**src/hw/rtl/sha1_pkg.sv**
```systemverilog
`default_nettype none
package sha1_pkg;

    localparam int unsigned WordW    = 32;
    localparam int unsigned BlockLen = 16;
    localparam int unsigned Rounds   = 80;
    localparam int unsigned HashLen  = 5;

    typedef logic [WordW-1:0] word_t;

    localparam word_t K0 = 32'h5A827999;
    localparam word_t K1 = 32'h6ED9EBA1;
    localparam word_t K2 = 32'h8F1BBCDC;
    localparam word_t K3 = 32'hCA62C1D6;

    localparam word_t H0_INIT = 32'h67452301;
    localparam word_t H1_INIT = 32'hEFCDAB89;
    localparam word_t H2_INIT = 32'h98BADCFE;
    localparam word_t H3_INIT = 32'h10325476;
    localparam word_t H4_INIT = 32'hC3D2E1F0;

    localparam word_t MARKER_WORD = 32'h80000000;
    localparam logic [7:0] MARKER_BYTE = 8'h80;

    typedef enum logic [3:0] {
        ST_IDLE  = 4'b0001,
        ST_PAD   = 4'b0010,
        ST_ROUND = 4'b0100,
        ST_DONE  = 4'b1000
    } state_t;

    // Control of the message schedule shift line.
    typedef struct packed {
        logic shift;
        logic load;
    } sched_ctrl_t;

    function automatic word_t init_hash(input logic [2:0] idx);
        word_t v;
        case (idx)
            3'd0:    v = H0_INIT;
            3'd1:    v = H1_INIT;
            3'd2:    v = H2_INIT;
            3'd3:    v = H3_INIT;
            default: v = H4_INIT;
        endcase
        return v;
    endfunction

endpackage
`default_nettype wire

```
**src/hw/rtl/sha1_in_if.sv**
```systemverilog
`default_nettype none
interface sha1_in_if;
    logic        valid;
    logic        ready;
    logic [31:0] data_word;
    logic [2:0]  valid_bytes;
    logic        last_in;

    modport source (output valid, output data_word, output valid_bytes, output last_in,
                    input ready);
    modport sink   (input valid, input data_word, input valid_bytes, input last_in,
                    output ready);
endinterface
`default_nettype wire

```
**src/hw/rtl/sha1_out_if.sv**
```systemverilog
`default_nettype none
interface sha1_out_if;
    logic        valid;
    logic        ready;
    logic [31:0] digest_word;
    logic [2:0]  word_index;
    logic        last_word;

    modport source (output valid, output digest_word, output word_index, output last_word,
                    input ready);
    modport sink   (input valid, input digest_word, input word_index, input last_word,
                    output ready);
endinterface
`default_nettype wire

```
**src/hw/rtl/sha1_message_hasher_unit.sv**
```systemverilog
// Channel  Modport  Word carries
// msg      sink     data_word[31:0], valid_bytes[2:0], last_in
// digest   source   digest_word[31:0], word_index[2:0], last_word
//
// A message word is taken only while the sequencer is idle; the sixteenth word of a
// block starts 80 rounds in the shared round unit, one round per cycle.
// A last word is followed by the padding words, with 80 rounds for each block they
// complete, and then by the hand-off of the digest to the output buffer.
// rst_n asynchronously resets the sequencer and counters and loads the initial chaining value.
// The digest drains from its own buffer, so a stalled sink only holds the next digest.
`default_nettype none
module sha1_message_hasher_unit (
    input  wire          clk,
    input  wire          rst_n,
    sha1_in_if.sink      msg,
    sha1_out_if.source   digest
);

    sha1_pkg::state_t state_reg, state_next;

    logic [3:0]  wpos_reg, wpos_next;
    logic [6:0]  rnd_reg, rnd_next;
    logic [63:0] byte_count_reg, byte_count_next;
    logic        pad_active_reg, pad_active_next;
    logic        marker_reg, marker_next;
    logic        hi_done_reg, hi_done_next;
    logic        final_reg, final_next;

    sha1_pkg::word_t h_reg [sha1_pkg::HashLen];
    sha1_pkg::word_t h_next [sha1_pkg::HashLen];
    sha1_pkg::word_t a_reg, b_reg, c_reg, d_reg, e_reg;
    sha1_pkg::word_t a_next, b_next, c_next, d_next, e_next;

    sha1_pkg::word_t dig_reg [sha1_pkg::HashLen];
    sha1_pkg::word_t dig_next [sha1_pkg::HashLen];
    logic [2:0]  out_idx_reg, out_idx_next;
    logic        out_busy_reg, out_busy_next;

    sha1_pkg::sched_ctrl_t sched_ctrl;
    sha1_pkg::word_t push_word;
    sha1_pkg::word_t w_cur;
    sha1_pkg::word_t t_val;
    sha1_pkg::word_t padded_word;
    logic        push_en;
    logic        in_fire;
    logic        out_fire;
    logic [2:0]  nb_eff;
    logic [63:0] bit_count;

    assign msg.ready  = (state_reg == sha1_pkg::ST_IDLE);
    assign in_fire    = msg.valid && msg.ready;
    assign out_fire   = digest.valid && digest.ready;

    assign digest.valid       = out_busy_reg;
    assign digest.digest_word = dig_reg[0];
    assign digest.word_index  = out_idx_reg;
    assign digest.last_word   = (out_idx_reg == 3'd4);

    assign nb_eff    = !msg.last_in ? 3'd4 : ((msg.valid_bytes > 3'd4) ? 3'd4 : msg.valid_bytes);
    assign bit_count = {byte_count_reg[60:0], 3'b000};

    // Short last word: keep the valid bytes and put the marker byte right below them.
    always_comb
    begin
        case (nb_eff[1:0])
            2'd0:    padded_word = sha1_pkg::MARKER_WORD;
            2'd1:    padded_word = {msg.data_word[31:24], sha1_pkg::MARKER_BYTE, 16'h0000};
            2'd2:    padded_word = {msg.data_word[31:16], sha1_pkg::MARKER_BYTE, 8'h00};
            default: padded_word = {msg.data_word[31:8], sha1_pkg::MARKER_BYTE};
        endcase
    end

    always_comb
    begin
        state_next      = state_reg;
        wpos_next       = wpos_reg;
        rnd_next        = rnd_reg;
        byte_count_next = byte_count_reg;
        pad_active_next = pad_active_reg;
        marker_next     = marker_reg;
        hi_done_next    = hi_done_reg;
        final_next      = final_reg;
        a_next = a_reg;
        b_next = b_reg;
        c_next = c_reg;
        d_next = d_reg;
        e_next = e_reg;
        for (int i = 0; i < sha1_pkg::HashLen; i++)
        begin
            h_next[i]   = h_reg[i];
        end
        push_en   = 1'b0;
        push_word = msg.data_word;
        sched_ctrl.shift = 1'b0;
        sched_ctrl.load  = 1'b0;

        unique case (state_reg)
            sha1_pkg::ST_IDLE:
            begin
                if (in_fire)
                begin
                    push_en         = 1'b1;
                    byte_count_next = byte_count_reg + {61'd0, nb_eff};
                    if (msg.last_in)
                    begin
                        pad_active_next = 1'b1;
                        hi_done_next    = 1'b0;
                        marker_next     = (nb_eff == 3'd4);
                        if (nb_eff != 3'd4)
                        begin
                            push_word = padded_word;
                        end
                    end
                end
            end
            sha1_pkg::ST_PAD:
            begin
                push_en = 1'b1;
                if (marker_reg)
                begin
                    push_word   = sha1_pkg::MARKER_WORD;
                    marker_next = 1'b0;
                end
                else if (wpos_reg == 4'd14)
                begin
                    push_word    = bit_count[63:32];
                    hi_done_next = 1'b1;
                end
                else if (wpos_reg == 4'd15 && hi_done_reg)
                begin
                    push_word  = bit_count[31:0];
                    final_next = 1'b1;
                end
                else
                begin
                    push_word = '0;
                end
            end
            sha1_pkg::ST_ROUND:
            begin
                sched_ctrl.shift = 1'b1;
                a_next = t_val;
                b_next = a_reg;
                c_next = {b_reg[1:0], b_reg[31:2]};
                d_next = c_reg;
                e_next = d_reg;
                if (rnd_reg == 7'(sha1_pkg::Rounds - 1))
                begin
                    rnd_next  = '0;
                    h_next[0] = h_reg[0] + t_val;
                    h_next[1] = h_reg[1] + a_reg;
                    h_next[2] = h_reg[2] + {b_reg[1:0], b_reg[31:2]};
                    h_next[3] = h_reg[3] + c_reg;
                    h_next[4] = h_reg[4] + d_reg;
                    if (final_reg)
                    begin
                        state_next = sha1_pkg::ST_DONE;
                    end
                    else if (pad_active_reg)
                    begin
                        state_next = sha1_pkg::ST_PAD;
                    end
                    else
                    begin
                        state_next = sha1_pkg::ST_IDLE;
                    end
                end
                else
                begin
                    rnd_next = rnd_reg + 7'd1;
                end
            end
            sha1_pkg::ST_DONE:
            begin
                if (!out_busy_reg)
                begin
                    for (int i = 0; i < sha1_pkg::HashLen; i++)
                    begin
                        h_next[i] = sha1_pkg::init_hash(3'(i));
                    end
                    byte_count_next = '0;
                    pad_active_next = 1'b0;
                    final_next      = 1'b0;
                    hi_done_next    = 1'b0;
                    marker_next     = 1'b0;
                    state_next      = sha1_pkg::ST_IDLE;
                end
            end
            default:
            begin
                state_next = sha1_pkg::ST_IDLE;
            end
        endcase

        // A word pushed into the last slot of the block starts a compression.
        if (push_en)
        begin
            sched_ctrl.shift = 1'b1;
            sched_ctrl.load  = 1'b1;
            wpos_next        = wpos_reg + 4'd1;
            if (wpos_reg == 4'd15)
            begin
                state_next = sha1_pkg::ST_ROUND;
                a_next = h_reg[0];
                b_next = h_reg[1];
                c_next = h_reg[2];
                d_next = h_reg[3];
                e_next = h_reg[4];
            end
            else if (state_reg == sha1_pkg::ST_IDLE && msg.last_in)
            begin
                state_next = sha1_pkg::ST_PAD;
            end
        end
    end

    // Output buffer: a five-word shift line drained one word per handshake.
    always_comb
    begin
        out_busy_next = out_busy_reg;
        out_idx_next  = out_idx_reg;
        for (int i = 0; i < sha1_pkg::HashLen; i++)
        begin
            dig_next[i] = dig_reg[i];
        end
        if (state_reg == sha1_pkg::ST_DONE && !out_busy_reg)
        begin
            out_busy_next = 1'b1;
            out_idx_next  = '0;
            for (int i = 0; i < sha1_pkg::HashLen; i++)
            begin
                dig_next[i] = h_reg[i];
            end
        end
        else if (out_fire)
        begin
            for (int i = 0; i < sha1_pkg::HashLen - 1; i++)
            begin
                dig_next[i] = dig_reg[i+1];
            end
            if (out_idx_reg == 3'd4)
            begin
                out_busy_next = 1'b0;
                out_idx_next  = '0;
            end
            else
            begin
                out_idx_next = out_idx_reg + 3'd1;
            end
        end
    end

    always_ff @(posedge clk or negedge rst_n)
    begin
        if (!rst_n)
        begin
            state_reg      <= sha1_pkg::ST_IDLE;
            wpos_reg       <= '0;
            rnd_reg        <= '0;
            byte_count_reg <= '0;
            pad_active_reg <= 1'b0;
            marker_reg     <= 1'b0;
            hi_done_reg    <= 1'b0;
            final_reg      <= 1'b0;
            out_busy_reg   <= 1'b0;
            out_idx_reg    <= '0;
            for (int i = 0; i < sha1_pkg::HashLen; i++)
            begin
                h_reg[i] <= sha1_pkg::init_hash(3'(i));
            end
        end
        else
        begin
            state_reg      <= state_next;
            wpos_reg       <= wpos_next;
            rnd_reg        <= rnd_next;
            byte_count_reg <= byte_count_next;
            pad_active_reg <= pad_active_next;
            marker_reg     <= marker_next;
            hi_done_reg    <= hi_done_next;
            final_reg      <= final_next;
            out_busy_reg   <= out_busy_next;
            out_idx_reg    <= out_idx_next;
            for (int i = 0; i < sha1_pkg::HashLen; i++)
            begin
                h_reg[i] <= h_next[i];
            end
        end
    end

    always_ff @(posedge clk)
    begin
        a_reg <= a_next;
        b_reg <= b_next;
        c_reg <= c_next;
        d_reg <= d_next;
        e_reg <= e_next;
        for (int i = 0; i < sha1_pkg::HashLen; i++)
        begin
            dig_reg[i] <= dig_next[i];
        end
    end

    sha1_schedule u_schedule (
        .clk       (clk),
        .ctrl      (sched_ctrl),
        .load_word (push_word),
        .w_cur     (w_cur)
    );

    sha1_round u_round (
        .rnd (rnd_reg),
        .a   (a_reg),
        .b   (b_reg),
        .c   (c_reg),
        .d   (d_reg),
        .e   (e_reg),
        .w   (w_cur),
        .t   (t_val)
    );

endmodule
`default_nettype wire

```
**src/hw/rtl/sha1_schedule.sv**
```systemverilog
`default_nettype none
module sha1_schedule (
    input  wire                  clk,
    input  sha1_pkg::sched_ctrl_t ctrl,
    input  sha1_pkg::word_t      load_word,
    output sha1_pkg::word_t      w_cur
);

    sha1_pkg::word_t w_reg  [sha1_pkg::BlockLen];
    sha1_pkg::word_t w_next [sha1_pkg::BlockLen];
    sha1_pkg::word_t expand_x;
    sha1_pkg::word_t expand_w;

    // The window holds W[t] .. W[t+15]; the word shifted in during round t is W[t+16].
    assign expand_x = w_reg[13] ^ w_reg[8] ^ w_reg[2] ^ w_reg[0];
    assign expand_w = {expand_x[30:0], expand_x[31]};
    assign w_cur    = w_reg[0];

    always_comb
    begin
        for (int i = 0; i < sha1_pkg::BlockLen - 1; i++)
        begin
            w_next[i] = w_reg[i+1];
        end
        w_next[sha1_pkg::BlockLen-1] = ctrl.load ? load_word : expand_w;
    end

    always_ff @(posedge clk)
    begin
        if (ctrl.shift)
        begin
            for (int i = 0; i < sha1_pkg::BlockLen; i++)
            begin
                w_reg[i] <= w_next[i];
            end
        end
    end

endmodule
`default_nettype wire

```
**src/hw/rtl/sha1_round.sv**
```systemverilog
`default_nettype none
module sha1_round (
    input  wire  [6:0]           rnd,
    input  sha1_pkg::word_t      a,
    input  sha1_pkg::word_t      b,
    input  sha1_pkg::word_t      c,
    input  sha1_pkg::word_t      d,
    input  sha1_pkg::word_t      e,
    input  sha1_pkg::word_t      w,
    output sha1_pkg::word_t      t
);

    sha1_pkg::word_t f;
    sha1_pkg::word_t k;

    always_comb
    begin
        if (rnd < 7'd20)
        begin
            f = (b & c) | (~b & d);
            k = sha1_pkg::K0;
        end
        else if (rnd < 7'd40)
        begin
            f = b ^ c ^ d;
            k = sha1_pkg::K1;
        end
        else if (rnd < 7'd60)
        begin
            f = (b & c) | (b & d) | (c & d);
            k = sha1_pkg::K2;
        end
        else
        begin
            f = b ^ c ^ d;
            k = sha1_pkg::K3;
        end
    end

    assign t = {a[26:0], a[31:27]} + f + e + k + w;

endmodule
`default_nettype wire

```
**src/flat_wrapper.sv**
```systemverilog
// flat-port wrapper written by rule: the top's interface ports become plain ports
module sha1_message_hasher_unit_flat 
  (clk, rst_n, msg_valid, msg_data_word, msg_valid_bytes, msg_last_in, msg_ready, digest_valid, digest_digest_word, digest_word_index, digest_last_word, digest_ready);
  sha1_in_if msg_i ();
  sha1_out_if digest_i ();
  input  wire clk;
  input  wire rst_n;
  input wire logic [$bits(msg_i.valid)-1:0] msg_valid;
  input wire logic [$bits(msg_i.data_word)-1:0] msg_data_word;
  input wire logic [$bits(msg_i.valid_bytes)-1:0] msg_valid_bytes;
  input wire logic [$bits(msg_i.last_in)-1:0] msg_last_in;
  output wire logic [$bits(msg_i.ready)-1:0] msg_ready;
  output wire logic [$bits(digest_i.valid)-1:0] digest_valid;
  output wire logic [$bits(digest_i.digest_word)-1:0] digest_digest_word;
  output wire logic [$bits(digest_i.word_index)-1:0] digest_word_index;
  output wire logic [$bits(digest_i.last_word)-1:0] digest_last_word;
  input wire logic [$bits(digest_i.ready)-1:0] digest_ready;
  assign msg_i.valid = msg_valid;
  assign msg_i.data_word = msg_data_word;
  assign msg_i.valid_bytes = msg_valid_bytes;
  assign msg_i.last_in = msg_last_in;
  assign msg_ready = msg_i.ready;
  assign digest_valid = digest_i.valid;
  assign digest_digest_word = digest_i.digest_word;
  assign digest_word_index = digest_i.word_index;
  assign digest_last_word = digest_i.last_word;
  assign digest_i.ready = digest_ready;
  sha1_message_hasher_unit u_core (.clk(clk), .rst_n(rst_n), .msg(msg_i), .digest(digest_i));
endmodule
```
**config.mk**
```make
export PLATFORM = sky130hd
export DESIGN_NAME = sha1_message_hasher_unit_flat
export DESIGN_NICKNAME = d
export VERILOG_FILES = /design/src/hw/rtl/sha1_pkg.sv /design/src/hw/rtl/sha1_in_if.sv /design/src/hw/rtl/sha1_out_if.sv /design/src/hw/rtl/sha1_message_hasher_unit.sv /design/src/hw/rtl/sha1_schedule.sv /design/src/hw/rtl/sha1_round.sv /design/src/flat_wrapper.sv
export SDC_FILE = /design/constraint.sdc
export NUM_CORES = 2
export LEC_CHECK = 0
export BUFFER_PORTS_ARGS = -buffer_cell sky130_fd_sc_hd__clkbuf_2
export CORE_ASPECT_RATIO = 0.75
export CORE_MARGIN = 4
export CORE_UTILIZATION = 35
export DETAILED_ROUTE_END_ITERATION = 8
export PLACE_DENSITY = 0.47
export SYNTH_ARGS = -nofsm -noshare
export SYNTH_HDL_FRONTEND = slang
export SYNTH_SLANG_ARGS = --single-unit
```
**constraint.sdc**
```tcl
create_clock -name clk -period 26.8 [get_ports clk]
set_input_delay 2.68 -clock clk [delete_from_list [all_inputs] [get_ports clk]]
set_output_delay 2.68 -clock clk [all_outputs]
set_load 0.05 [all_outputs]
```
==> flow_metrics.env <==
export IMPL_status="complete, no violations"
export IMPL_vias=35912
export IMPL_top_layer_used="met4"
export IMPL_drive_gt1_share_pct=7.91
export IMPL_die_w_um=456
export IMPL_finalCritPeriodShare_pct=32.4
export IMPL_clock_sinks=1076
export IMPL_grt_pass1_vias=34055
export IMPL_dp_cells=6767
export IMPL_ff2ff_path_depth=31
export IMPL_worstMarginPinSlew_ns=1.14
export IMPL_core_area_mm2=0.150
export IMPL_final_cells=6973
export IMPL_clock_skew_ns=0.0335
export IMPL_portBuffers=77
export IMPL_die_area_mm2=0.157
export IMPL_slew_violations=0
export IMPL_fp_dieH_um=344
export IMPL_wl_met2_um=61500
export IMPL_syn_to_final_growth_pct=11.7
export IMPL_cts_clk_slew_worst_paths_ns=0.07
export IMPL_syn_instance_count=4831
export IMPL_clock_latency_ns=0.73
export IMPL_async_flop_share_pct=22.7
export IMPL_cts_root_buf="clkbuf_16"
export IMPL_gp_congestion=0.870
export IMPL_hold_start="u_core.u_schedule.w_reg[1][93]"
export IMPL_ff2ff_setup_slack_ns=18.11
export IMPL_critPathKind="reg -> reg"
export IMPL_synth_top_area_share_pct=38.2
export IMPL_cp_slowest_cell="a211oi_1"
export IMPL_post_route_min_period_ns=8.69
export IMPL_cts_tree="yes"
export IMPL_synth_seq_cells=1076
export IMPL_grt_pass1_wl_um=225000
export IMPL_antenna_found_initial=6
export IMPL_drt_iter0_drc=3324
export IMPL_gr_total_overflow=0
export IMPL_startpoint_type="flop"
export IMPL_rsz0062_at_grt="false"
export IMPL_synth_largest_area_cell="edfxtp_1"
export IMPL_worst_path_max_fanout=31
export IMPL_nNetsFinal=5266
export IMPL_relSlewSlack_pct=22.9
export IMPL_reg2reg_from="u_core.rnd_reg[5]"
export IMPL_synthFlopType="edfxtp_1"
export IMPL_yosysWarningCount=0
export IMPL_grt_max_degree=168
export IMPL_postCtsSetupRepairBufs=0
export IMPL_num_io_pins=78
export IMPL_setup_ws_ns=18.11
export IMPL_largest_register_ffs=512
export IMPL_synthTopCellsByArea="edfxtp_1 (38%), dfrtp_1 (7.7%), nand2_1 (6.4%)"
export IMPL_vias_per_cell=5.15
export IMPL_dp_hpwl_um=103000
export IMPL_ys_seq_area_share_pct=56.1
export IMPL_ant_nets=0
export IMPL_postCtsResizedCells=0
export IMPL_hold_path_depth=0
export IMPL_clock_path_buffers=3
export IMPL_cts_hold_fix_buffers=0
export IMPL_syn_nets=5221
export IMPL_drc=0
export IMPL_wl_um=151000
export IMPL_crit_top_cell="a21o_1"
export IMPL_finalHoldViolCount=0
export IMPL_avgRoutedWirePerCell_um=21.6
export IMPL_min_to="u_core.u_schedule.w_reg[1][61]"
export IMPL_required_ns=27.43
export IMPL_wl_met3_um=8960
export IMPL_place_ws_ns=18.31
export IMPL_initial_core_util_pct=35.2
export IMPL_cap_violations=0
export IMPL_cts_max_level=3
export IMPL_fmax_ghz=0.115
export IMPL_syn_area_mm2=0.0528
export IMPL_grtUsageTotal_pct=18.9
export IMPL_syn_area_per_cell_um2=10.9
export IMPL_met1_length_um=77100
export IMPL_min_path_type="reg -> reg"
export IMPL_slowest_delay_ns=0.79
export IMPL_fin_setup_tns_ns=0
export IMPL_cts_made_buffers=107
export IMPL_drtPass1Iterations=5
export IMPL_row_count=123
export IMPL_worst_setup_path_end_kind="flop"
export IMPL_yosys_cell_types_count=93
export IMPL_synth_edf_count=672
export IMPL_setup_violations=0
export IMPL_rr_endpoint="u_core.h_reg[158]"
export IMPL_critPathArrivalTime_ns=9.32
## worst max-delay path: cells and delay by family (launching register included)
kind	cells	cell delay, ns
AO/OA/AOI/OAI	14	3.62
XOR/XNOR	1	0.26
adder cells (fa/ha/maj)	6	2.37
buffers and inverters	4	0.55
flip-flops	1	0.54
multiplexers	1	0.14
AND/OR/NAND/NOR	5	1.07
## per-layer routing
metal / vias to the layer above / track usage [%]
met3: 163 / 3.94
met5: - / 0
met4: 0 / 4.44
met2: 814 / 26.7
li1: 17121 / -
met1: 17814 / 29.4
## per-stage QoR
stage / cell area, µm² / hold slack [ns] / util, %
after CTS: 58900 / 0.392 / 39.3
after detailed placement: 55400 / 0.405 / 36.9
after global placement: 55400 / 0.400 / 36.9
after floorplan: 52800 / 0.400 / -
after global routing: 58900 / 0.397 / 39.3
final: 59000 / 0.405 / 39.3
## layout make-up
class                      count  area (µm²)
inverter                     246         933
timing repair buffer         115         731
multi-input combinational   3330       21600
clock buffer                 147        2910
clock inverter                57         662
tap                         2000        2500
antenna                        2        5.00
sequential                  1076       29600
fill                       14689       90900
## logic make-up (layout without fill, tap and decap cells)
logic type               Yosys count  in the layout  synth area share, %
multiplexers                      17             17                0.323
flip-flops                      1076           1076                 56.1
other                              0              2                    0
buffers and inverters            425            565                 3.07
AO/OA/AOI/OAI                   1022           1022                 12.3
adder cells (fa/ha/maj)          350            350                 10.1
AND/OR/NAND/NOR                 1634           1634                 13.0
XOR/XNOR                         307            307                 5.12
## Yosys cell counts, types with 18 or more instances
master,count
a211oi_1,34
a21o_1,93
a21oi_1,288
a22oi_1,18
a31oi_1,166
and3_1,30
clkbuf_1,166
dfrtp_1,163
dfstp_2,81
dfxtp_1,160
edfxtp_1,672
fa_1,125
ha_1,225
inv_1,243
nand2_1,894
nand2b_1,33
nand3_1,52
nand4_1,26
nor2_1,434
nor2b_1,29
nor3_1,45
o21a_1,32
o21ai_0,175
o21ai_1,21
o21bai_1,22
or3_1,28
xnor2_1,162
xor2_1,144
## worst max path at each step
stage / from / endpoint / cells past startpoint
floorplan: msg_valid / u_core.u_schedule.w_reg[0][0] / 5
global placement: u_core.rnd_reg[5] / u_core.h_reg[158] / 31
detailed placement: u_core.rnd_reg[5] / u_core.h_reg[158] / 31
CTS: u_core.rnd_reg[5] / u_core.h_reg[158] / 31
global route: u_core.rnd_reg[5] / u_core.h_reg[158] / 31
finish: u_core.rnd_reg[5] / u_core.h_reg[158] / 31
## cell usage in the layout, fill, tap and decap left out, types with 93 or more instances in the layout
cell / n
a21oi_1: 288
fa_1: 125
ha_1: 225
edfxtp_1: 672
inv_1: 243
clkbuf_16: 107
nand2_1: 891
o21ai_0: 175
a21o_1: 93
dfrtp_1: 163
nor2_1: 433
dfxtp_1: 160
xor2_1: 144
a31oi_1: 166
xnor2_1: 162
Power is left out: the tool's default activity adds up to more than one toggle a clock period on the data nets, which glitch-free logic cannot reach.
